==> src/rtl/core/ivalu_pkg.sv <==
// Shared widths, stage counts and command codes of the vector ALU.
package ivalu_pkg;
  localparam int CW     = 16;
  localparam int CMD_W  = 3;
  localparam int RES_W  = 32;
  localparam int LEN_W  = 17;
  localparam int SQ_W   = 32;
  localparam int SUM_W  = 2 * LEN_W;
  localparam int NSTG   = 3 + LEN_W;

  localparam logic [CMD_W-1:0] CMD_ADD  = 3'd0;
  localparam logic [CMD_W-1:0] CMD_SUB  = 3'd1;
  localparam logic [CMD_W-1:0] CMD_MUL  = 3'd2;
  localparam logic [CMD_W-1:0] CMD_DIV  = 3'd3;
  localparam logic [CMD_W-1:0] CMD_MAG  = 3'd4;
  localparam logic [CMD_W-1:0] CMD_DIST = 3'd5;
endpackage

==> src/rtl/core/ivalu_lane.sv <==
// One component lane: add, subtract, multiply, pipelined divide and squared magnitude or difference.
module ivalu_lane import ivalu_pkg::*; (
  input  logic                    clk,
  input  logic                    en,
  input  logic [CMD_W-1:0]        cmd,
  input  logic signed [CW-1:0]    a,
  input  logic signed [CW-1:0]    b,
  output logic [SQ_W-1:0]         sq,
  output logic signed [RES_W-1:0] res,
  output logic                    dz
);
  logic signed [CW:0]      a_e, b_e, sum_e, dif_e, src_e;
  logic signed [2*CW-1:0]  prod;
  logic [CW:0]             mag;
  logic [CW-1:0]           na, nb;
  logic signed [RES_W-1:0] res_s1;
  logic                    isdiv;
  logic [2*CW+1:0]         sq_full;
  logic signed [RES_W-1:0] qres;

  logic signed [RES_W-1:0] res_r [1:NSTG];
  logic                    dz_r  [1:NSTG];
  logic                    div_r [1:CW+1];
  logic                    neg_r [1:CW+1];
  logic [CW-1:0]           rem_r [1:CW+1];
  logic [CW-1:0]           quo_r [1:CW+1];
  logic [CW-1:0]           dsr_r [1:CW+1];
  logic [CW:0]             mag_r;
  logic [SQ_W-1:0]         sq_r;

  always_comb begin
    a_e    = {a[CW-1], a};
    b_e    = {b[CW-1], b};
    sum_e  = a_e + b_e;
    dif_e  = a_e - b_e;
    prod   = a * b;
    na     = a[CW-1] ? CW'(-a_e) : a;
    nb     = b[CW-1] ? CW'(-b_e) : b;
    res_s1 = '0;
    isdiv  = 1'b0;
    src_e  = '0;
    unique case (cmd)
      CMD_ADD:  res_s1 = RES_W'(sum_e);
      CMD_SUB:  res_s1 = RES_W'(dif_e);
      CMD_MUL:  res_s1 = RES_W'(prod);
      CMD_DIV:  isdiv  = 1'b1;
      CMD_MAG:  src_e  = a_e;
      CMD_DIST: src_e  = -dif_e;
      default:  ;
    endcase
    mag = src_e[CW] ? (CW+1)'(-src_e) : src_e;
  end

  assign sq_full = mag_r * mag_r;

  always_ff @(posedge clk) begin
    if (en) begin
      res_r[1] <= res_s1;
      dz_r[1]  <= isdiv && (b == '0);
      div_r[1] <= isdiv;
      neg_r[1] <= a[CW-1] ^ b[CW-1];
      rem_r[1] <= '0;
      quo_r[1] <= na;
      dsr_r[1] <= nb;
      mag_r    <= mag;
      sq_r     <= sq_full[SQ_W-1:0];
    end
  end

  // Restoring divider, one quotient bit per stage; quotient bits shift into quo_r.
  for (genvar k = 1; k <= CW; k++) begin : g_div
    logic [CW:0] t, d;
    assign t = {rem_r[k], quo_r[k][CW-1]};
    assign d = t - {1'b0, dsr_r[k]};
    always_ff @(posedge clk) begin
      if (en) begin
        rem_r[k+1] <= d[CW] ? t[CW-1:0] : d[CW-1:0];
        quo_r[k+1] <= {quo_r[k][CW-2:0], ~d[CW]};
        dsr_r[k+1] <= dsr_r[k];
        div_r[k+1] <= div_r[k];
        neg_r[k+1] <= neg_r[k];
      end
    end
  end

  always_comb begin
    if (dz_r[CW+1]) begin
      qres = '0;
    end else if (neg_r[CW+1]) begin
      qres = -RES_W'(quo_r[CW+1]);
    end else begin
      qres = RES_W'(quo_r[CW+1]);
    end
  end

  for (genvar k = 1; k < NSTG; k++) begin : g_dly
    always_ff @(posedge clk) begin
      if (en) begin
        dz_r[k+1] <= dz_r[k];
        if (k + 1 == CW + 2) begin
          res_r[k+1] <= div_r[CW+1] ? qres : res_r[k];
        end else begin
          res_r[k+1] <= res_r[k];
        end
      end
    end
  end

  assign sq  = sq_r;
  assign res = res_r[NSTG];
  assign dz  = dz_r[NSTG];
endmodule

==> config.mk <==
export PLATFORM = sky130hd
export DESIGN_NAME = ivalu_lane
export DESIGN_NICKNAME = d
export VERILOG_FILES = /design/src/rtl/core/ivalu_pkg.sv /design/src/rtl/core/ivalu_lane.sv
export SDC_FILE = /design/constraint.sdc
export NUM_CORES = 2
export LEC_CHECK = 0
export BUFFER_PORTS_ARGS = -buffer_cell sky130_fd_sc_hd__clkbuf_2
export CELL_PAD_IN_SITES_DETAIL_PLACEMENT = 1
export CELL_PAD_IN_SITES_GLOBAL_PLACEMENT = 1
export CORE_UTILIZATION = 51
export CTS_CLUSTER_SIZE = 12
export DETAILED_ROUTE_END_ITERATION = 8
export GPL_TIMING_DRIVEN = 0
export PLACE_DENSITY_LB_ADDON = 0.1
export SLEW_MARGIN = 20
export SYNTH_ARGS = -nofsm -noshare
export SYNTH_HDL_FRONTEND = slang
export SYNTH_SLANG_ARGS = --single-unit
==> constraint.sdc <==
create_clock -name clk -period 7.5 [get_ports clk]
set_input_delay 0.375 -clock clk [delete_from_list [all_inputs] [get_ports clk]]
set_output_delay 0.375 -clock clk [all_outputs]
set_load 0.05 [all_outputs]
### Yosys cells after proc, flatten, opt, wreduce, memory -nomap -nowiden

Memory sizes are Yosys's and may differ from the RTL's.
Index checks and enable logic that the tools add are counted.
Widths: inputs -> output; s select.

| operators by class | value |
|---|---|
| $add $sub $neg | 23 |
| multipliers | 2 |
| equality and inequality tests | 5 |
| muxes and demuxes | 27 |
| bitwise gates (word level) | 17 |
| reductions and logical operators | 3 |

Operators with widths:

| cell | count |
|---|---|
| $mux 16 | 19 |
| $sub 17x16->17 | 16 |
| $mux 32 | 3 |
| $pmux 32 s3 | 1 |
| $neg 17->17 | 2 |
| $pmux 17 s2 | 1 |
| $mul 16x16->32 | 1 |
| $mul 17x17->32 | 1 |
| $neg 16->16 | 2 |
| $neg 16->32 | 1 |
| $add 16x16->17 | 1 |
| $sub 16x16->17 | 1 |
| $logic_not 16->1 | 1 |
| $not 1->1 | 16 |
| $eq 3x2->1 const B | 2 |
| $eq 3x3->1 const B | 2 |
| $eq 3x1->1 const B | 1 |
| $logic_not 3->1 | 1 |
| $mux 1 | 3 |
| $logic_and 1x1->1 | 1 |
| $xor 1x1->1 | 1 |

| storage, ports and cells | value |
|---|---|
| flip-flop bits (word level) | 49 |
| bits in writable memories | 1510 |
| input bits | 37 |
| output and inout bits | 65 |
| logic and storage cells | 87 |
| memories | 7 |

Memories:

| memory | words | bits a word | read ports | clocked after Yosys merged registers in | write ports | line | source |
|---|---|---|---|---|---|---|---|
| res_r | 20 | 32 | 20 | 0 | 20 | ivalu_lane.sv:21 | `logic signed [RES_W-1:0] res_r [1:NSTG];` |
| dsr_r | 17 | 16 | 16 | 0 | 17 | ivalu_lane.sv:27 | `logic [CW-1:0] dsr_r [1:CW+1];` |
| quo_r | 17 | 16 | 17 | 0 | 17 | ivalu_lane.sv:26 | `logic [CW-1:0] quo_r [1:CW+1];` |
| rem_r | 17 | 16 | 16 | 0 | 17 | ivalu_lane.sv:25 | `logic [CW-1:0] rem_r [1:CW+1];` |
| dz_r | 20 | 1 | 20 | 0 | 20 | ivalu_lane.sv:22 | `logic dz_r [1:NSTG];` |
| div_r | 17 | 1 | 17 | 0 | 17 | ivalu_lane.sv:23 | `logic div_r [1:CW+1];` |
| +1 memories | n/a | n/a | n/a | n/a | n/a | n/a |  |

### Longest topological paths before layout

| logic depth | value |
|---|---|
| word-level depth | 5 |
| mapped depth | 25 |
| depth with buffers taken out | 24 |

### Worst setup path after synthesis

Ideal clock, no wire load.

| timing path | value |
|---|---|
| path type | input to register |
| start | input port a[11] |
| end | register res_r[0][55] (netlist name) |
| setup time | 279 ps |
| arrival | 6147 ps |
| data required time | 7221 ps |
| slack | 1074 ps |
| stages on the path | 22 |
| path buffers | 2 |
| cell sequence | clkbuf_1 clkbuf_1 nand2_1 fa_1 fa_1 fa_1 inv_1 fa_1 fa_1 inv_1 fa_1 inv_1 ha_1 or2_2 a21oi_1 a311oi_1 o21a_1 o31a_1 or4_1 a31oi_1 xor2_1 o21ai_0 |

RTL lines:

| item | line | source |
|---|---|---|
| start, declared | ivalu_lane.sv:6 | `input logic signed [CW-1:0] a,` |

==> metrics.md <==
| Metric | Value |
|---|---|
| Status | completed |
| Endpoints failing setup | 0 |
| Synth Instances | 6137 |
| Count of different cell masters after synthesis | 78 |
| CP max stage cell | clkbuf_1 |
| Post-synth top area cell | edfxtp_1 |
| Unrepaired setup endpoints after global routing | yes |
| Worst Setup End Kind | flip-flop |
| Final Hold Viols | 0 |
| Register bit total from synthesis | 1510 |
| Period utilization | 0.985 |
| Worst path arrival time | 7.92 ns |
| Family with the most delay on the worst path | adder cells |
| Setup TNS Final | 0 ns |
| CP max stage delay | 0.81 ns |
| Dpl cell area | between 80000 and 90000 um2 |
| Top-count cell post-synth | edfxtp_1 |
| Async S/R FF share, synth | 0 |
| Buf/Inv on CP | 8 |
| Clock Latency Late Sink | 0.79 ns |
| Reg-to-Reg End | sq[30] |
| Antenna violations before repair | 8 |
| Synth Area in XOR/XNOR | 0.0317 |
| CP Class | in -> reg |
| Num ports | 102 |
| Slew headroom | 0.201 |
| Setup WS pre-CTS | -0.863 ns |
| Worst hold path endpoint | res_r[0][61] |
| Layout Nets | 7387 |
| CTS sink cnt | between 1500 and 2000 |
| GRT Overall Usage | 0.216 |
| Inserted Clock Buffers | approximately 160 |
| First DRT Iteration DRCs | between 2000 and 2500 |
| Syn Area/Cell | approximately 13 um2 |
| Post-layout min period | 7.39 ns |
| Remaining Overflow, GRT | 0 |
| CTS max path bufs | 3 |
| Simple-gate area share of the yosys netlist | 0.0766 |
| Ys Warns | 0 |
| Final Skew | between 0.02 and 0.03 ns |
| Fillers | 15600 |
| R2r startpoint | mag_r[4] |
| Largest net degree at the start of global routing | 102 |
| EDFF count, synth | 1510 |
| H-tree lvl count | 4 |
| Worst-path fanout max | 10 |
| Post-detailed-route DRC marker count | 0 |
| Via count | 46100 |
| CTS clock-pin slew for the worst setup and hold paths | 0.08 ns |
| Slew Viols, Final | 0 |
| Worst reg2reg path depth | 23 |
| Share of cells above drive strength 1 | 0.0927 |
| Top FF cell, synth | edfxtp_1 |
| Router iterations before antenna repair | 5 |
| Routed WL per cell | 19.8 um |
| Footprint of the multi-input gates | 31600 um2 |
| Die Ht | ~400 um |
| CTS root buf | clkbuf_16 |
| Detail Route Antenna Nets | 0 |
| Final setup margin | 0.114 ns |
| Sequential share of the synthesized area | 0.558 |
| Max Cap Violations | 0 |
| P&R area growth vs syn | 10.6% |
| FP Rows | 146 |
| Register area | 45300 um2 |
| Vias in the first global route | 50500 |
| CTS tree | done |
| Compound-Gate Fraction of Synth Area | 0.0610 |
| Final wirelength | roughly 170 mm |
| Hold Crit Depth | 1 |
| Largest family of logic cells by synthesized area | adder cells |
| Min-delay worst type | in -> reg |
| Synth Area in Adders | 0.187 |
| Worst-Margin Slew | 1.20 ns |
| Area of the core | between 150000 and 200000 um2 |
| Post-synthesis mux area share | 0.0312 |
| R2R setup slack | 0.41 ns |
| Detailed placer's ending HPWL | 130 mm |
| Startpoint types | primary input |
| Synth top cells by count | edfxtp_1 (1510), inv_1 (976), fa_1 (470) |
| Vias per Instance | 5.37 |
| Number of port buffers | 99 |
| Top cells by area, synth | edfxtp_1 (56%), fa_1 (12%), ha_1 (7.1%) |
| WP data required | roughly 8 ns |
| Post-synth top area share | 0.558 |
| Worst Hold Launch | en |
| GP Congestion | 0.896 |
| Max Clk Rate | 135 MHz |
| First-pass GRT wire length | 272 mm |
| Die Footprint | ~160000 um2 |
| Starting Density | 0.513 |
| Ant. Diodes | 0 |
| Design area | 89900 um2 |
| Cell repeated most along the worst path | fa_1 |
| Die Wd | 401 um |
| Cells along the critical path | clkbuf_2, clkbuf_1, clkbuf_1, nand2_1, fa_1, inv_1, fa_1, inv_1, fa_1, inv_1, fa_1, fa_1, inv_1, fa_1, inv_1, ha_1, a21oi_1, a31oi_1, a31oi_1, o21a_1, o21ai_0, a31oi_1, xnor2_1, o21ai_0 |
| Mapped cell area | 81300 um2 |
[timing repair]
item	in CTS	in global routing
hold buffers	1	0
pin swaps	0	0
setup buffers	0	0
hold endpoints to repair	1	0
gates resized for setup	0	14
endpoints found under the setup margin	1	8
[worst register-to-register path: cells and delay by family, from the launching register on]
kind | cells | cell delay [ns]
adders and majority gates | 7 | 3.44
buffers and inverters | 6 | 0.81
muxes | 1 | 0.24
DFF | 1 | 0.66
and+or+nand+nor | 5 | 0.81
AOI/OAI and AO/OA | 4 | 0.90
[routing by layer]
layer | up-vias | global-route usage | wire length (um)
met2 | 600 | 0.389 | 87900
met3 | 262 | 0.0284 | 5130
met4 | 6 | 0.0651 | 4770
li1 | 21900 | - | -
met5 | - | 0 | 35
met1 | 23400 | 0.269 | 71800
[cells in the final DEF (no fill, tap or decap), types with 25 or more instances in the layout]
master and instances:
clkbuf_2 103, a21oi_1 202, mux2i_1 33, edfxtp_1 1510
and3_1 30, a21o_1 31, nor3_1 119, nor2b_1 48
o21a_1 52, nor4_1 28, fa_1 470, o31ai_1 56
nand2_1 384, or3_1 59, and2_1 150, clkbuf_1 140
xnor2_1 223, mux2_2 196, xor2_1 69, nor2_1 250
o211ai_1 43, inv_1 976, o22ai_1 30, nand2b_1 35
a21boi_0 25, ha_1 463, clkbuf_16 164, o21ai_0 142
buf_4 33, nand3_1 87
[per-stage QoR]
step | hold slack (ns) | instances | util
after global routing | 0.0254 | 8587 | 0.568
after CTS | 0.00400 | 8594 | 0.568
after detailed placement | 0.405 | 8332 | 0.536
after global placement | 0.400 | 8315 | 0.533
after floorplan | 0.400 | 6144 | -
final | 0.0601 | 8587 | 0.568
[how the worst max path moves through the flow]
stage                from  cells after the start  slack, ns       endpoint
floorplan           a[11]                     22       1.07   res_r[0][55]
global placement       en                      1     -19.62  dsr_r[0][269]
detailed placement  a[15]                     24      -0.86   res_r[0][63]
CTS                 a[15]                     24       0.01   res_r[0][63]
global route        a[15]                     23      -0.02   res_r[0][63]
finish               b[8]                     24       0.11   res_r[0][63]
[layout make-up]
class | instances | area share
timing repair buffer | 117 | 0.0109
tap | 2072 | 0.0288
multi-input combinational | 3493 | 0.351
buffer | 156 | 0.00820
clock buffer | 199 | 0.0471
inverter | 977 | 0.0408
clock inverter | 63 | 0.00885
sequential | 1510 | 0.504
[sequential cells by signal (all words and copies together) (netlist names)]
signal / cells
dsr_r: 256
rem_r: 240
div_r: 17
neg_r: 17
sq: 31
dz_r: 20
mag_r: 17
quo_r: 272
res_r: 640
[cells by family after synthesis]
family,count (synthesis)
flip-flops,1510
AND/OR/NAND/NOR,1271
buffers and inverters,1141
adder cells (fa/ha/maj),933
AO/OA/AOI/OAI,758
XOR/XNOR,294
multiplexers,229
other,1
Power is left out: the tool's default activity adds up to more than one toggle a clock period on the data nets, which glitch-free logic cannot reach.
