==> src/rtl/core/ivalu_pkg.sv <==
// Shared widths, stage counts and command codes of the vector ALU.
package ivalu_pkg;
  localparam int CW     = 16;
  localparam int CMD_W  = 3;
  localparam int RES_W  = 32;
  localparam int LEN_W  = 17;
  localparam int SQ_W   = 32;
  localparam int SUM_W  = 2 * LEN_W;
  localparam int NSTG   = 3 + LEN_W;

  localparam logic [CMD_W-1:0] CMD_ADD  = 3'd0;
  localparam logic [CMD_W-1:0] CMD_SUB  = 3'd1;
  localparam logic [CMD_W-1:0] CMD_MUL  = 3'd2;
  localparam logic [CMD_W-1:0] CMD_DIV  = 3'd3;
  localparam logic [CMD_W-1:0] CMD_MAG  = 3'd4;
  localparam logic [CMD_W-1:0] CMD_DIST = 3'd5;
endpackage

==> src/rtl/core/ivalu_merge.sv <==
// Merging stage: sums the lane squares and takes a pipelined integer square root.
module ivalu_merge import ivalu_pkg::*; (
  input  logic             clk,
  input  logic             en,
  input  logic [SQ_W-1:0]  sq_x,
  input  logic [SQ_W-1:0]  sq_y,
  input  logic [SQ_W-1:0]  sq_z,
  output logic [LEN_W-1:0] length
);
  localparam int REM_W = LEN_W + 1;

  logic [SUM_W-1:0] rad_r  [0:LEN_W];
  logic [REM_W-1:0] rem_r  [0:LEN_W];
  logic [LEN_W-1:0] root_r [0:LEN_W];

  always_ff @(posedge clk) begin
    if (en) begin
      rad_r[0]  <= SUM_W'(sq_x) + SUM_W'(sq_y) + SUM_W'(sq_z);
      rem_r[0]  <= '0;
      root_r[0] <= '0;
    end
  end

  // Two radicand bits enter per stage and one root bit leaves.
  for (genvar k = 0; k < LEN_W; k++) begin : g_sqrt
    logic [REM_W+1:0] t, trial, d;
    logic             ge;
    assign t     = {rem_r[k], rad_r[k][SUM_W-1 -: 2]};
    assign trial = (REM_W+2)'({root_r[k], 2'b01});
    assign d     = t - trial;
    assign ge    = (t >= trial);
    always_ff @(posedge clk) begin
      if (en) begin
        rem_r[k+1]  <= ge ? d[REM_W-1:0] : t[REM_W-1:0];
        root_r[k+1] <= {root_r[k][LEN_W-2:0], ge};
        rad_r[k+1]  <= SUM_W'(rad_r[k] << 2);
      end
    end
  end

  assign length = root_r[LEN_W];
endmodule

==> config.mk <==
export PLATFORM = sky130hd
export DESIGN_NAME = ivalu_merge
export DESIGN_NICKNAME = d
export VERILOG_FILES = /design/src/rtl/core/ivalu_pkg.sv /design/src/rtl/core/ivalu_merge.sv
export SDC_FILE = /design/constraint.sdc
export NUM_CORES = 1
export LEC_CHECK = 0
export BUFFER_PORTS_ARGS = -buffer_cell sky130_fd_sc_hd__buf_2
export CELL_PAD_IN_SITES_DETAIL_PLACEMENT = 1
export CELL_PAD_IN_SITES_GLOBAL_PLACEMENT = 1
export CORE_UTILIZATION = 56
export DETAILED_ROUTE_END_ITERATION = 10
export HOLD_SLACK_MARGIN = 0.06
export PLACE_DENSITY_LB_ADDON = 0.1
export SYNTH_ARGS = -nofsm -noshare
export SYNTH_HDL_FRONTEND = slang
export SYNTH_SLANG_ARGS = --single-unit
export TNS_END_PERCENT = 5
==> constraint.sdc <==
create_clock -name clk -period 4.5 [get_ports clk]
set_input_delay 0 -clock clk [delete_from_list [all_inputs] [get_ports clk]]
set_output_delay 0 -clock clk [all_outputs]
set_load 0.02 [all_outputs]
# Word-level counts from Yosys, hierarchy flattened
# Memory sizes are Yosys's and may differ from the RTL's.
# Index checks and enable logic that the tools add are counted.
# word_totals
latchBits	0
memories	3
output_inout_bits	17
mem_bits_ro	0
ramBits	1242
wordCells	58
ff_bits	0
# memory_table
name	words	width	read_ports	rd_ports_with_merged_regs	wr	line	source
rad_r	18	34	17	0	18	ivalu_merge.sv:12	logic [SUM_W-1:0] rad_r [0:LEN_W];
rem_r	18	18	17	0	18	ivalu_merge.sv:13	logic [REM_W-1:0] rem_r [0:LEN_W];
root_r	18	17	18	0	18	ivalu_merge.sv:14	logic [LEN_W-1:0] root_r [0:LEN_W];
# op_classes
n_bitwise	0
div_mod_pow	0
mux	19
reduce_logical	0
magnitude_cmp	17
addsub	19
n_eq_ne	0
shift	0
mul	0
# ops
operator	count
$ge 20x19->1	17
$mux 18	17
$sub 18x18->18	17
$add 33x32->34	1
$add 32x32->33	1
$mux 1	2

# Longest topological paths before layout
# Gate-level depths: netlist of run 1.
# An unclocked memory read counts as a cell.
# logic_depth
depth_word	3
mapped_depth	14

# Worst setup path before layout of run 1
# Ideal clock, no wire load.
# synth_timing
path_kind	input -> register
start	input sq_x[1]
end	memory rad_r[0][33] (netlist name) (data pin)
setup_time_ps	259
path_stages	12
t_arrival_ps	2440
n_path_buf	0
slack_ps	1801
required_ps	4241
path_cell_list	fa_1 ha_1 inv_1 fa_1 nor2b_1 o31a_1 o21a_1 a22o_1 a31oi_1 a21o_1 nor3_1 o31a_1
# synth_rtl
element	line	source
start: declaration	ivalu_merge.sv:5	input logic [SQ_W-1:0] sq_x,
end: declaration	ivalu_merge.sv:12	

==> flow_metrics.env, run 1 <==
export IMPL_vias_per_cell=5.67
export IMPL_synth_seq_cells=727
export IMPL_ctsRootBufferMaster="clkbuf_16"
export IMPL_ys_types=83
export IMPL_rows=91
export IMPL_first_global_vias=23037
export IMPL_grt_pass1_wl_mm=120
export IMPL_netlist_instances=2633
export IMPL_p_leak_nw=15.4
export IMPL_initial_core_util_pct=56.5
export IMPL_clk_path_buf_depth=3
export IMPL_finalWirelength_mm=74.3
export IMPL_core_mm2=0.0616
export IMPL_rsz0062_at_grt="no"
export IMPL_synth_async_reset_ratio_pct=0
export IMPL_finalCritPeriodShare_pct=88.6
export IMPL_synth_edf_count=727
export IMPL_grt_max_degree=140
export IMPL_fin_cells=3726
export IMPL_syn_cell_area_mm2=0.0348
export IMPL_dp_final_hpwl_mm=53.5
export IMPL_setup_viol=0
export IMPL_max_stage_delay_ns=0.61
export IMPL_path_clk_slew_ns=0.06
export IMPL_area_growth_syn_to_layout_pct=12.6
export IMPL_yosysTopAreaCellShare_pct=62.7
export IMPL_clock_sinks=727
export IMPL_die_area_mm2=0.0631
export IMPL_final_layout_size_suffix_gt1_share_pct=10.3
export IMPL_clk_insertion_delay_late_ns=0.62
export IMPL_drtAntennaViolNets=0
export IMPL_antenna_found_initial=0
export IMPL_min_from="sq_z[4]"
export IMPL_placed_cells=3560
export IMPL_synth_top_area_cell="edfxtp_1"
export IMPL_path_buf_inv=4
export IMPL_dieHeight_um=251
export IMPL_crit_chain="dlygate4sd3_1 > buf_2 > fa_1 > dlygate4sd3_1 > ha_1 > inv_1 > fa_1 > nor2b_1 > o31a_1 > o21a_1 > a22o_1 > a31oi_1 > a21o_1 > nor4b_1 > a211o_1"
export IMPL_cp_top_family="compound AO/OA/AOI/OAI gates"
export IMPL_hold_viol=0
export IMPL_worstReg2RegStart="rem_r[10][0]$_DFFE_PP_"
export IMPL_drc_errors=0
export IMPL_cp_slowest_cell="dlygate4sd3_1"
export IMPL_holdPathStages=4
export IMPL_max_slew_margin_rel_pct=25.5
export IMPL_post_drt_wl_per_cell_um=19.9
export IMPL_clock_fmax_mhz=251
export IMPL_endpoint_kind="flip-flop"
export IMPL_nets=3161
export IMPL_port_buffer_count=114
export IMPL_critPathRequiredTime_ns=4.99
export IMPL_outcome="finished, final reports clean"
export IMPL_ir_drop_uv=260
export IMPL_dpl_instance_area_mm2=0.0364
export IMPL_syn_nets=2966
export IMPL_num_fill_cells=5933
export IMPL_rrSetupSlack_ns=0.84
export IMPL_num_vias=21120
export IMPL_rr_worst_depth=9
export IMPL_diodes=0
export IMPL_holdPathEnd="rad_r[0][4]$_DFFE_PP_"
export IMPL_ys_flop_type="edfxtp_1"
export IMPL_cts_setup_buffers=0
export IMPL_p_per_area_mw_per_mm2=481
export IMPL_finalSetupTns_ns=0
export IMPL_fin_area_mm2=0.0392
export IMPL_worstSetupStartpointType="primary input"
export IMPL_cp_depth=15
export IMPL_r2r_end="rem_r[11][17]$_DFFE_PP_"
export IMPL_drt_iter0_drc=1061
export IMPL_tightest_slew_ns=1.11
export IMPL_htree_levels=3
export IMPL_fin_worst_skew_ns=0.0192
export IMPL_gp_congestion=0.877
export IMPL_overflow=0
export IMPL_synth_area_leaders="edfxtp_1 (63%), ha_1 (7.3%), xor2_1 (2.9%)"
export IMPL_cp_max_fo=5
export IMPL_cts_tree="done"
export IMPL_track_usage_pct=24.1
export IMPL_cp_arrival_ns=4.48
export IMPL_min_path_type="primary input to flip-flop"
export IMPL_slew_viol_final=0
export IMPL_ys_seq_area_share_pct=62.7
export IMPL_maxCapViolations=0
export IMPL_synth_area_per_cell_um2=13.2
export IMPL_die_w_um=251
export IMPL_ys_warn_count=0
export IMPL_numCtsBuffers=77
export IMPL_period_needed_ns=3.99
export IMPL_io_pins=115
export IMPL_drt_pass1_iterations=5
export IMPL_critPathKind="primary input to flip-flop"
## metal layers
layer | up-vias | track usage, % | routed length, µm
met1 | 10503 | 27.6 | 29700
met5 | - | 0 | 0
met3 | 139 | 3.05 | 2220
li1 | 10099 | - | -
met2 | 379 | 45.3 | 39800
met4 | 0 | 9.39 | 2540
## worst min-delay path: stages
cell and delay [ns]:
buf_2 0.09, fa_1 0.15, ha_1 0.21, xnor2_1 0.15
## cell families (layout without fill, tap and decap cells)
group | after synthesis | in the layout | synth area share (%)
DFF | 727 | 727 | 62.7
other | 1 | 1 | 0.0108
muxes | 31 | 31 | 0.989
and+or+nand+nor | 636 | 636 | 9.15
xor gates and xnor gates | 231 | 231 | 5.84
buffers and inverters | 248 | 504 | 2.75
adders and majority gates | 235 | 235 | 9.16
AOI/OAI and AO/OA | 524 | 524 | 9.36
## what timing repair did
| item | CTS | global route |
|---|---|---|
| gates resized for setup | 0 | 0 |
| hold buffers | 26 | 0 |
| endpoints found under the setup margin | 0 | 0 |
| endpoints found under the hold margin | 101 | 0 |
## sequential cells by signal, summed over array words and instances, names as in the netlist
register,count
root_r,153
rad_r,306
rem_r,268
## where the power goes
| group | switching [mW] | total [mW] | internal, mW |
|---|---|---|---|
| clock network | 2.63 | 6.30 | 3.66 |
| registers | 0.529 | 9.17 | 8.64 |
| logic | 1.97 | 3.39 | 1.42 |
| total | 5.13 | 18.9 | 13.7 |
## synthesized netlist by cell type, types with 56 or more instances
master    instances
inv_1           207
a21oi_1         169
o21ai_0         130
ha_1            202
a21o_1           56
nor2_1          158
xor2_1          117
edfxtp_1        727
nand2_1         151
xnor2_1         113
nor3_1           72
## area by class of cell
type / count / area (µm²) / area share, %
Multi-Input combinational cell: 1658 / 12000 / 30.7
Clock buffer: 91 / 2000 / 5.11
Tap cell: 837 / 1050 / 2.67
Inverter: 210 / 788 / 2.01
Timing Repair Buffer: 154 / 996 / 2.54
Clock inverter: 49 / 508 / 1.30
Sequential cell: 727 / 21800 / 55.7
## how the worst max path moves through the flow
stage	startpoint	end	slack [ns]
after floorplan	sq_x[1]	rad_r[0][33]$_DFFE_PP_	1.80
after global placement	rem_r[10][0]$_DFFE_PP_	rem_r[11][17]$_DFFE_PP_	1.10
after detailed placement	rem_r[10][0]$_DFFE_PP_	rem_r[11][17]$_DFFE_PP_	0.93
after CTS	sq_z[1]	rad_r[0][29]$_DFFE_PP_	0.67
after global routing	sq_z[8]	rad_r[0][24]$_DFFE_PP_	0.32
final	sq_z[1]	rad_r[0][29]$_DFFE_PP_	0.51
## cell usage in the layout, fill, tap and decap left out, types with 17 or more instances in the layout
| cell | instances |
|---|---|
| edfxtp_1 | 727 |
| inv_1 | 207 |
| ha_1 | 202 |
| a21oi_1 | 169 |
| nor2_1 | 158 |
| nand2_1 | 151 |
| o21ai_0 | 130 |
| xor2_1 | 117 |
| xnor2_1 | 113 |
| buf_2 | 113 |
| clkbuf_16 | 78 |
| nor3_1 | 71 |
| a21o_1 | 56 |
| o21a_1 | 45 |
| nand3_1 | 45 |
| nor2b_1 | 33 |
| fa_1 | 33 |
| nand2b_1 | 32 |
| mux2_2 | 27 |
| dlygate4sd3_1 | 26 |
| nor4_1 | 22 |
| nand4_1 | 20 |
| clkinv_1 | 17 |
## through the flow
step           hold WS (ns)  total power [mW]  util [%]  setup slack [ns]
6_report              0.105              18.9      63.6             0.511
4_1_cts              0.0609              19.0      63.6             0.674
2_1_floorplan         0.112              11.4         -              1.80
3_5_place_dp          0.405              12.6      59.1             0.931
5_1_grt              0.0858              19.7      63.6             0.325
3_3_place_gp          0.400              12.3      59.1              1.10
No activity file was read; power rests on OpenSTA's default activity.
==> run 2, diff against run 1 <==
--- a/config.mk
+++ b/config.mk
@@ -8,7 +8,7 @@
 export BUFFER_PORTS_ARGS = -buffer_cell sky130_fd_sc_hd__buf_2
 export CELL_PAD_IN_SITES_DETAIL_PLACEMENT = 1
 export CELL_PAD_IN_SITES_GLOBAL_PLACEMENT = 1
-export CORE_UTILIZATION = 56
+export CORE_UTILIZATION = 45
 export DETAILED_ROUTE_END_ITERATION = 10
 export HOLD_SLACK_MARGIN = 0.06
 export PLACE_DENSITY_LB_ADDON = 0.1
==> run 2 against run 1 <==
Compared with the run above:
- highest routed layer unchanged
- power decreased by 0.69%
- clock skew decreased by 0.0045 ns
- core utilization decreased by 12 points
- critical endpoint is now rad_r[0][31]$_DFFE_PP_
- clock-buffer cell count increased by 4
- die area increased by 24%
- fmax increased by 2.7%
- global-route usage decreased by 6.0 points
- final cell count increased by 5.6%
- cell area increased by 1.0%
- non-clock buffer count increased by 12
==> flow_metrics.env, run 2 (synthesis results as in run 1) <==
export IMPL_layout_common_cells="edfxtp_1 (727), inv_1 (207), ha_1 (202)"
export IMPL_clk_path_buf_depth=3
export IMPL_placed_cells=3755
export IMPL_vias_per_cell=5.26
export IMPL_ctsRootBufferMaster="clkbuf_16"
export IMPL_period_needed_ns=3.88
export IMPL_initial_core_util_pct=45.7
export IMPL_drtAntennaViolNets=0
export IMPL_overflow=0
export IMPL_io_pins=115
export IMPL_dp_final_hpwl_mm=51.2
export IMPL_nets=3176
export IMPL_rows=101
export IMPL_min_path_type="primary input to flip-flop"
export IMPL_dpl_instance_area_mm2=0.0367
export IMPL_num_vias=20701
export IMPL_core_mm2=0.0762
export IMPL_numCtsBuffers=80
export IMPL_cp_arrival_ns=4.25
export IMPL_worstSetupStartpointType="primary input"
export IMPL_top_register="rad_r"
export IMPL_gp_congestion=0.858
export IMPL_setup_viol=0
export IMPL_cts_setup_buffers=0
export IMPL_final_layout_size_suffix_gt1_share_pct=10.3
export IMPL_htree_levels=3
export IMPL_die_area_mm2=0.0784
export IMPL_clk_insertion_delay_late_ns=0.63
export IMPL_drc_errors=0
export IMPL_die_w_um=280
export IMPL_grt_pass1_wl_mm=113
export IMPL_area_growth_syn_to_layout_pct=13.7
export IMPL_p_int_mw=13.7
export IMPL_track_usage_pct=18.0
export IMPL_diodes=0
export IMPL_rrSetupSlack_ns=1.11
export IMPL_port_buffer_count=114
export IMPL_final_common_cell="edfxtp_1"
export IMPL_max_slew_margin_rel_pct=19.6
export IMPL_p_total_mw=18.7
export IMPL_maxCapViolations=0
export IMPL_tightest_slew_ns=1.20
export IMPL_largestRegisters="rad_r (306), rem_r (268), root_r (153)"
export IMPL_critPathKind="primary input to flip-flop"
export IMPL_ir_drop_uv=273
export IMPL_endpoint_kind="flip-flop"
export IMPL_cts_tree="done"
export IMPL_fin_area_mm2=0.0396
export IMPL_pwr_share_clk_pct=33.6
export IMPL_pwr_share_seq_pct=48.8
export IMPL_p_leak_nw=15.4
export IMPL_first_global_vias=22161
export IMPL_slew_viol_final=0
export IMPL_drt_pass1_iterations=5
export IMPL_antenna_found_initial=0
export IMPL_comb_power_share_pct=17.6
export IMPL_largest_register_ffs=306
export IMPL_drt_iter0_drc=1106
export IMPL_fin_worst_skew_ns=0.0147
export IMPL_clock_sinks=727
export IMPL_critPathRequiredTime_ns=4.87
export IMPL_switching_share_pct=26.8
export IMPL_finalSetupTns_ns=0
export IMPL_finalCritPeriodShare_pct=86.3
export IMPL_rsz0062_at_grt="no"
export IMPL_outcome="finished, final reports clean"
export IMPL_fin_cells=3935
export IMPL_post_drt_wl_per_cell_um=17.7
export IMPL_cp_max_fo=5
export IMPL_hold_viol=0
export IMPL_num_fill_cells=7712
export IMPL_path_clk_slew_ns=0.06
export IMPL_switchingPower_mw=5.02
export IMPL_dieHeight_um=280
export IMPL_clock_fmax_mhz=258
export IMPL_grt_max_degree=124
export IMPL_p_per_area_mw_per_mm2=473
export IMPL_finalWirelength_mm=69.8
[run 2: layer usage]
layer / track usage, % / part of all wire [%]
met1: 21.1 / 42
met2: 33.2 / 52
met3: 2.91 / 3.1
met4: 6.09 / 2.7
met5: 0 / 0
[run 2: what timing repair did]
action / in CTS / in global routing
hold buffers: 36 / 0
endpoints found under the hold margin: 129 / 0
setup endpoints to repair: 0 / 0
resized for setup: 0 / 0
[run 2: layout make-up]
| class | count | area [µm²] | area share, % |
|---|---|---|---|
| clock buffers | 95 | 2060 | 5.20 |
| clock inverters | 49 | 473 | 1.19 |
| inverters | 210 | 788 | 1.99 |
| multi-input cells | 1658 | 12000 | 30.4 |
| flip-flops and latches | 727 | 21800 | 55.2 |
| well taps | 1030 | 1290 | 3.26 |
| repair buffers | 166 | 1120 | 2.84 |
[run 2: stage by stage]
stage | setup WS [ns] | hold slack, ns | util, %
4_1_cts | 0.715 | 0.0667 | 51.9
6_report | 0.617 | 0.0996 | 51.9
3_5_place_dp | 1.09 | 0.406 | 48.1
5_1_grt | 0.488 | 0.126 | 51.9
3_3_place_gp | 1.23 | 0.402 | 48.1
2_1_floorplan | 1.80 | 0.112 | -
[run 2: path summary, 6_finish.rpt]
kind,start,to,cells past startpoint
max,sq_z[1],rad_r[0][31]$_DFFE_PP_,15
min,sq_y[14],rad_r[0][14]$_DFFE_PP_,4
max reg2reg,rem_r[12][0]$_DFFE_PP_,rem_r[13][17]$_DFFE_PP_,9
min reg2reg,rad_r[1][29]$_DFFE_PP_,rad_r[2][31]$_DFFE_PP_,0
[run 2: worst max-delay path: stages]
cell and delay [ns]:
dlygate4sd3_1 0.54, buf_2 0.13, fa_1 0.41, dlygate4sd3_1 0.57
ha_1 0.25, inv_1 0.09, fa_1 0.20, nor2b_1 0.06
o31a_1 0.27, o21a_1 0.25, a22o_1 0.32, a311oi_1 0.63
o21ai_0 0.22, a21oi_1 0.21, xnor2_1 0.09
[run 2: power groups by stage]
stage                     Sequential [mW]  Clock, mW  Combinational, mW
after floorplan                      9.07          0               2.35
after global placement               9.24          0               3.13
after detailed placement             9.29          0               3.26
after CTS                            9.16       6.49               3.32
after global routing                 9.23       6.70               3.69
final                                9.14       6.29               3.29
==> run 3, diff against run 2 <==
--- a/config.mk
+++ b/config.mk
@@ -5,6 +5,7 @@
 export SDC_FILE = /design/constraint.sdc
 export NUM_CORES = 1
 export LEC_CHECK = 0
+export ABC_AREA = 1
 export BUFFER_PORTS_ARGS = -buffer_cell sky130_fd_sc_hd__buf_2
 export CELL_PAD_IN_SITES_DETAIL_PLACEMENT = 1
 export CELL_PAD_IN_SITES_GLOBAL_PLACEMENT = 1
==> run 3 against run 2 <==
Compared with the run above:
- setup slack improved by 0.97 ns
- cell area up 14%
- synthesized area rose by 15%
- flip-flop and latch count unchanged
- register-to-register slack gained 0.74 ns
- via count rose by 39%
- die area grew 15%
- largest cell class unchanged
==> flow_metrics.env, run 3 <==
export IMPL_ys_flop_type="edfxtp_1"
export IMPL_synth_most_common_cell="nand2_1"
export IMPL_crit_chain="dlygate4sd3_1 > buf_2 > fa_1 > dlygate4sd3_1 > ha_1 > inv_1 > fa_1 > inv_1 > nand3_1 > nand3_1 > nand2_1 > nand2_1 > nand2_1 > nand2_1 > nand2_1 > nand3_1 > nand2_1"
export IMPL_cts_tree="done"
export IMPL_finalCritPeriodShare_pct=64.7
export IMPL_pwr_share_clk_pct=34.4
export IMPL_layout_common_cells="nand2_1 (1219), edfxtp_1 (727), inv_1 (634)"
export IMPL_cp_max_fo=4
export IMPL_track_usage_pct=23.4
export IMPL_postCtsHoldBufs=35
export IMPL_num_vias=28727
export IMPL_synth_async_reset_ratio_pct=0
export IMPL_area_growth_syn_to_layout_pct=12.7
export IMPL_first_global_vias=29999
export IMPL_core_mm2=0.0874
export IMPL_comb_power_share_pct=20.7
export IMPL_maxCapViolations=0
export IMPL_clock_fmax_mhz=343
export IMPL_numCtsBuffers=81
export IMPL_die_w_um=300
export IMPL_pwr_share_seq_pct=44.8
export IMPL_ir_drop_uv=264
export IMPL_p_total_mw=20.2
export IMPL_top_register="rad_r"
export IMPL_largestRegisters="rad_r (306), rem_r (268), root_r (153)"
export IMPL_ys_seq_area_share_pct=54.6
export IMPL_cp_top_family="buffers and inverters"
export IMPL_post_drt_wl_per_cell_um=18.4
export IMPL_synth_edf_count=727
export IMPL_grt_max_degree=119
export IMPL_grt_pass1_wl_mm=164
export IMPL_endpoint_kind="flip-flop"
export IMPL_ys_warn_count=0
export IMPL_slew_viol_final=0
export IMPL_final_common_cell="nand2_1"
export IMPL_drtAntennaViolNets=0
export IMPL_max_stage_delay_ns=0.55
export IMPL_antenna_found_initial=0
export IMPL_hold_viol=0
export IMPL_io_pins=115
export IMPL_max_slew_margin_rel_pct=38.0
export IMPL_setup_viol=0
export IMPL_synth_seq_cells=727
export IMPL_rows=108
export IMPL_clk_insertion_delay_late_ns=0.65
export IMPL_ctsRootBufferMaster="clkbuf_16"
export IMPL_cts_resized=0
export IMPL_clk_path_buf_depth=3
export IMPL_ys_types=58
export IMPL_path_buf_inv=5
export IMPL_diodes=0
export IMPL_finalSetupTns_ns=0
export IMPL_cp_slowest_cell="dlygate4sd3_1"
export IMPL_netlist_instances=4193
export IMPL_dp_final_hpwl_mm=80.3
export IMPL_synth_area_leaders="edfxtp_1 (55%), nand2_1 (11%), ha_1 (6.3%)"
export IMPL_outcome="finished, final reports clean"
export IMPL_p_per_area_mw_per_mm2=448
export IMPL_period_needed_ns=2.91
export IMPL_clock_sinks=727
export IMPL_fin_worst_skew_ns=0.0184
export IMPL_critPathRequiredTime_ns=4.91
export IMPL_dieHeight_um=300
export IMPL_yosysTopAreaCellShare_pct=54.6
export IMPL_drt_pass1_iterations=5
export IMPL_p_int_mw=14.1
export IMPL_rsz0062_at_grt="no"
export IMPL_nets=4744
export IMPL_min_path_type="primary input to flip-flop"
export IMPL_initial_core_util_pct=45.8
export IMPL_syn_cell_area_mm2=0.0400
export IMPL_switching_share_pct=30.3
export IMPL_drc_errors=0
export IMPL_syn_nets=4526
export IMPL_path_clk_slew_ns=0.06
export IMPL_cpMostUsedCell="nand2_1"
export IMPL_cp_arrival_ns=3.32
export IMPL_drt_iter0_drc=1517
export IMPL_cts_setup_buffers=0
export IMPL_synth_area_per_cell_um2=9.54
export IMPL_worstSetupStartpointType="primary input"
export IMPL_p_leak_nw=19.9
export IMPL_gp_congestion=0.906
export IMPL_critPathKind="primary input to flip-flop"
export IMPL_htree_levels=3
export IMPL_synth_top_area_cell="edfxtp_1"
export IMPL_ys_top_cells_by_count="nand2_1 (1219), edfxtp_1 (727), inv_1 (634)"
export IMPL_port_buffer_count=114
export IMPL_die_area_mm2=0.0901
export IMPL_largest_register_ffs=306
export IMPL_final_layout_size_suffix_gt1_share_pct=10.4
export IMPL_switchingPower_mw=6.11
export IMPL_vias_per_cell=5.10
export IMPL_tightest_slew_ns=0.930
export IMPL_overflow=0
export IMPL_finalWirelength_mm=103
run 3: cell types whose count changed after synthesis, moves of 37 or more:
cell / delta
nand2_1: +1068
o21ai_0: -37
xnor2_1: -64
inv_1: +427
nand2_2: +46
nor2_1: +156
a21oi_2: +47
xor2_1: -47
nand3_1: +197
o21a_1: -42
a21o_1: -53
run 3: worst paths after layout:
| path | depth (start not counted) | slack (ns) | to | from |
|---|---|---|---|---|
| hold / removal | 4 | 0.1 | rad_r[0][8]$_DFFE_PP_ | sq_y[7] |
| setup reg to reg | 10 | 1.85 | rem_r[10][14]$_DFFE_PP_ | root_r[9][4]$_DFFE_PP_ |
| setup / recovery | 17 | 1.59 | rad_r[0][29]$_DFFE_PP_ | sq_z[1] |
| hold reg to reg | 0 | 0.41 | rad_r[2][26]$_DFFE_PP_ | rad_r[1][24]$_DFFE_PP_ |
run 3: layer usage:
| metal | GRT usage [%] | vias up | part of all wire, % | wire, µm |
|---|---|---|---|---|
| met5 | 0 | - | 0 | 0 |
| met3 | 2.64 | 124 | 3.5 | 3620 |
| li1 | - | 14317 | - | - |
| met4 | 6.64 | 0 | 2.3 | 2330 |
| met1 | 31.6 | 13821 | 47 | 48300 |
| met2 | 39.6 | 465 | 48 | 49100 |
run 3: kinds of logic after synthesis:
kind of cell / after synthesis / synth area share, %
adders and majority gates: 235 / 7.97
AOI/OAI and AO/OA: 402 / 6.06
buffers and inverters: 680 / 6.82
DFF: 727 / 54.6
xor gates and xnor gates: 119 / 2.61
and+or+nand+nor: 2029 / 22.0
other: 1 / 0.00938
run 3: power groups by stage:
stage	Combinational (mW)	Clock, mW	Sequential, mW
final	4.18	6.95	9.05
after global routing	4.74	7.34	9.12
after floorplan	2.90	0	8.91
after detailed placement	4.13	0	9.18
after global placement	4.02	0	9.15
after CTS	4.21	7.14	9.05
run 3: through the flow:
| stage | cells | area (µm²) | util (%) | hold WS (ns) | setup WS [ns] |
|---|---|---|---|---|---|
| after floorplan | 4193 | 40000 | - | 0.112 | 2.36 |
| after global placement | 5448 | 41900 | 47.9 | 0.400 | 1.94 |
| after detailed placement | 5448 | 41900 | 47.9 | 0.405 | 1.89 |
| after CTS | 5628 | 45100 | 51.5 | 0.0639 | 1.60 |
| after global routing | 5628 | 45100 | 51.5 | 0.103 | 1.38 |
| final | 5628 | 45100 | 51.5 | 0.0967 | 1.59 |
run 3: layout make-up:
cell class / instances / area [µm²]
inverter: 653 / 2460
clock buffer: 90 / 2080
timing repair buffer: 162 / 1090
fill: 9945 / 42400
sequential: 727 / 21800
multi-input combinational: 2786 / 15400
tap: 1155 / 1450
clock inverter: 55 / 713
run 3: tightest hold or removal path, cell delays in order:
cell	delay, ns
buf_2	0.11
fa_1	0.17
ha_1	0.21
xor2_1	0.09
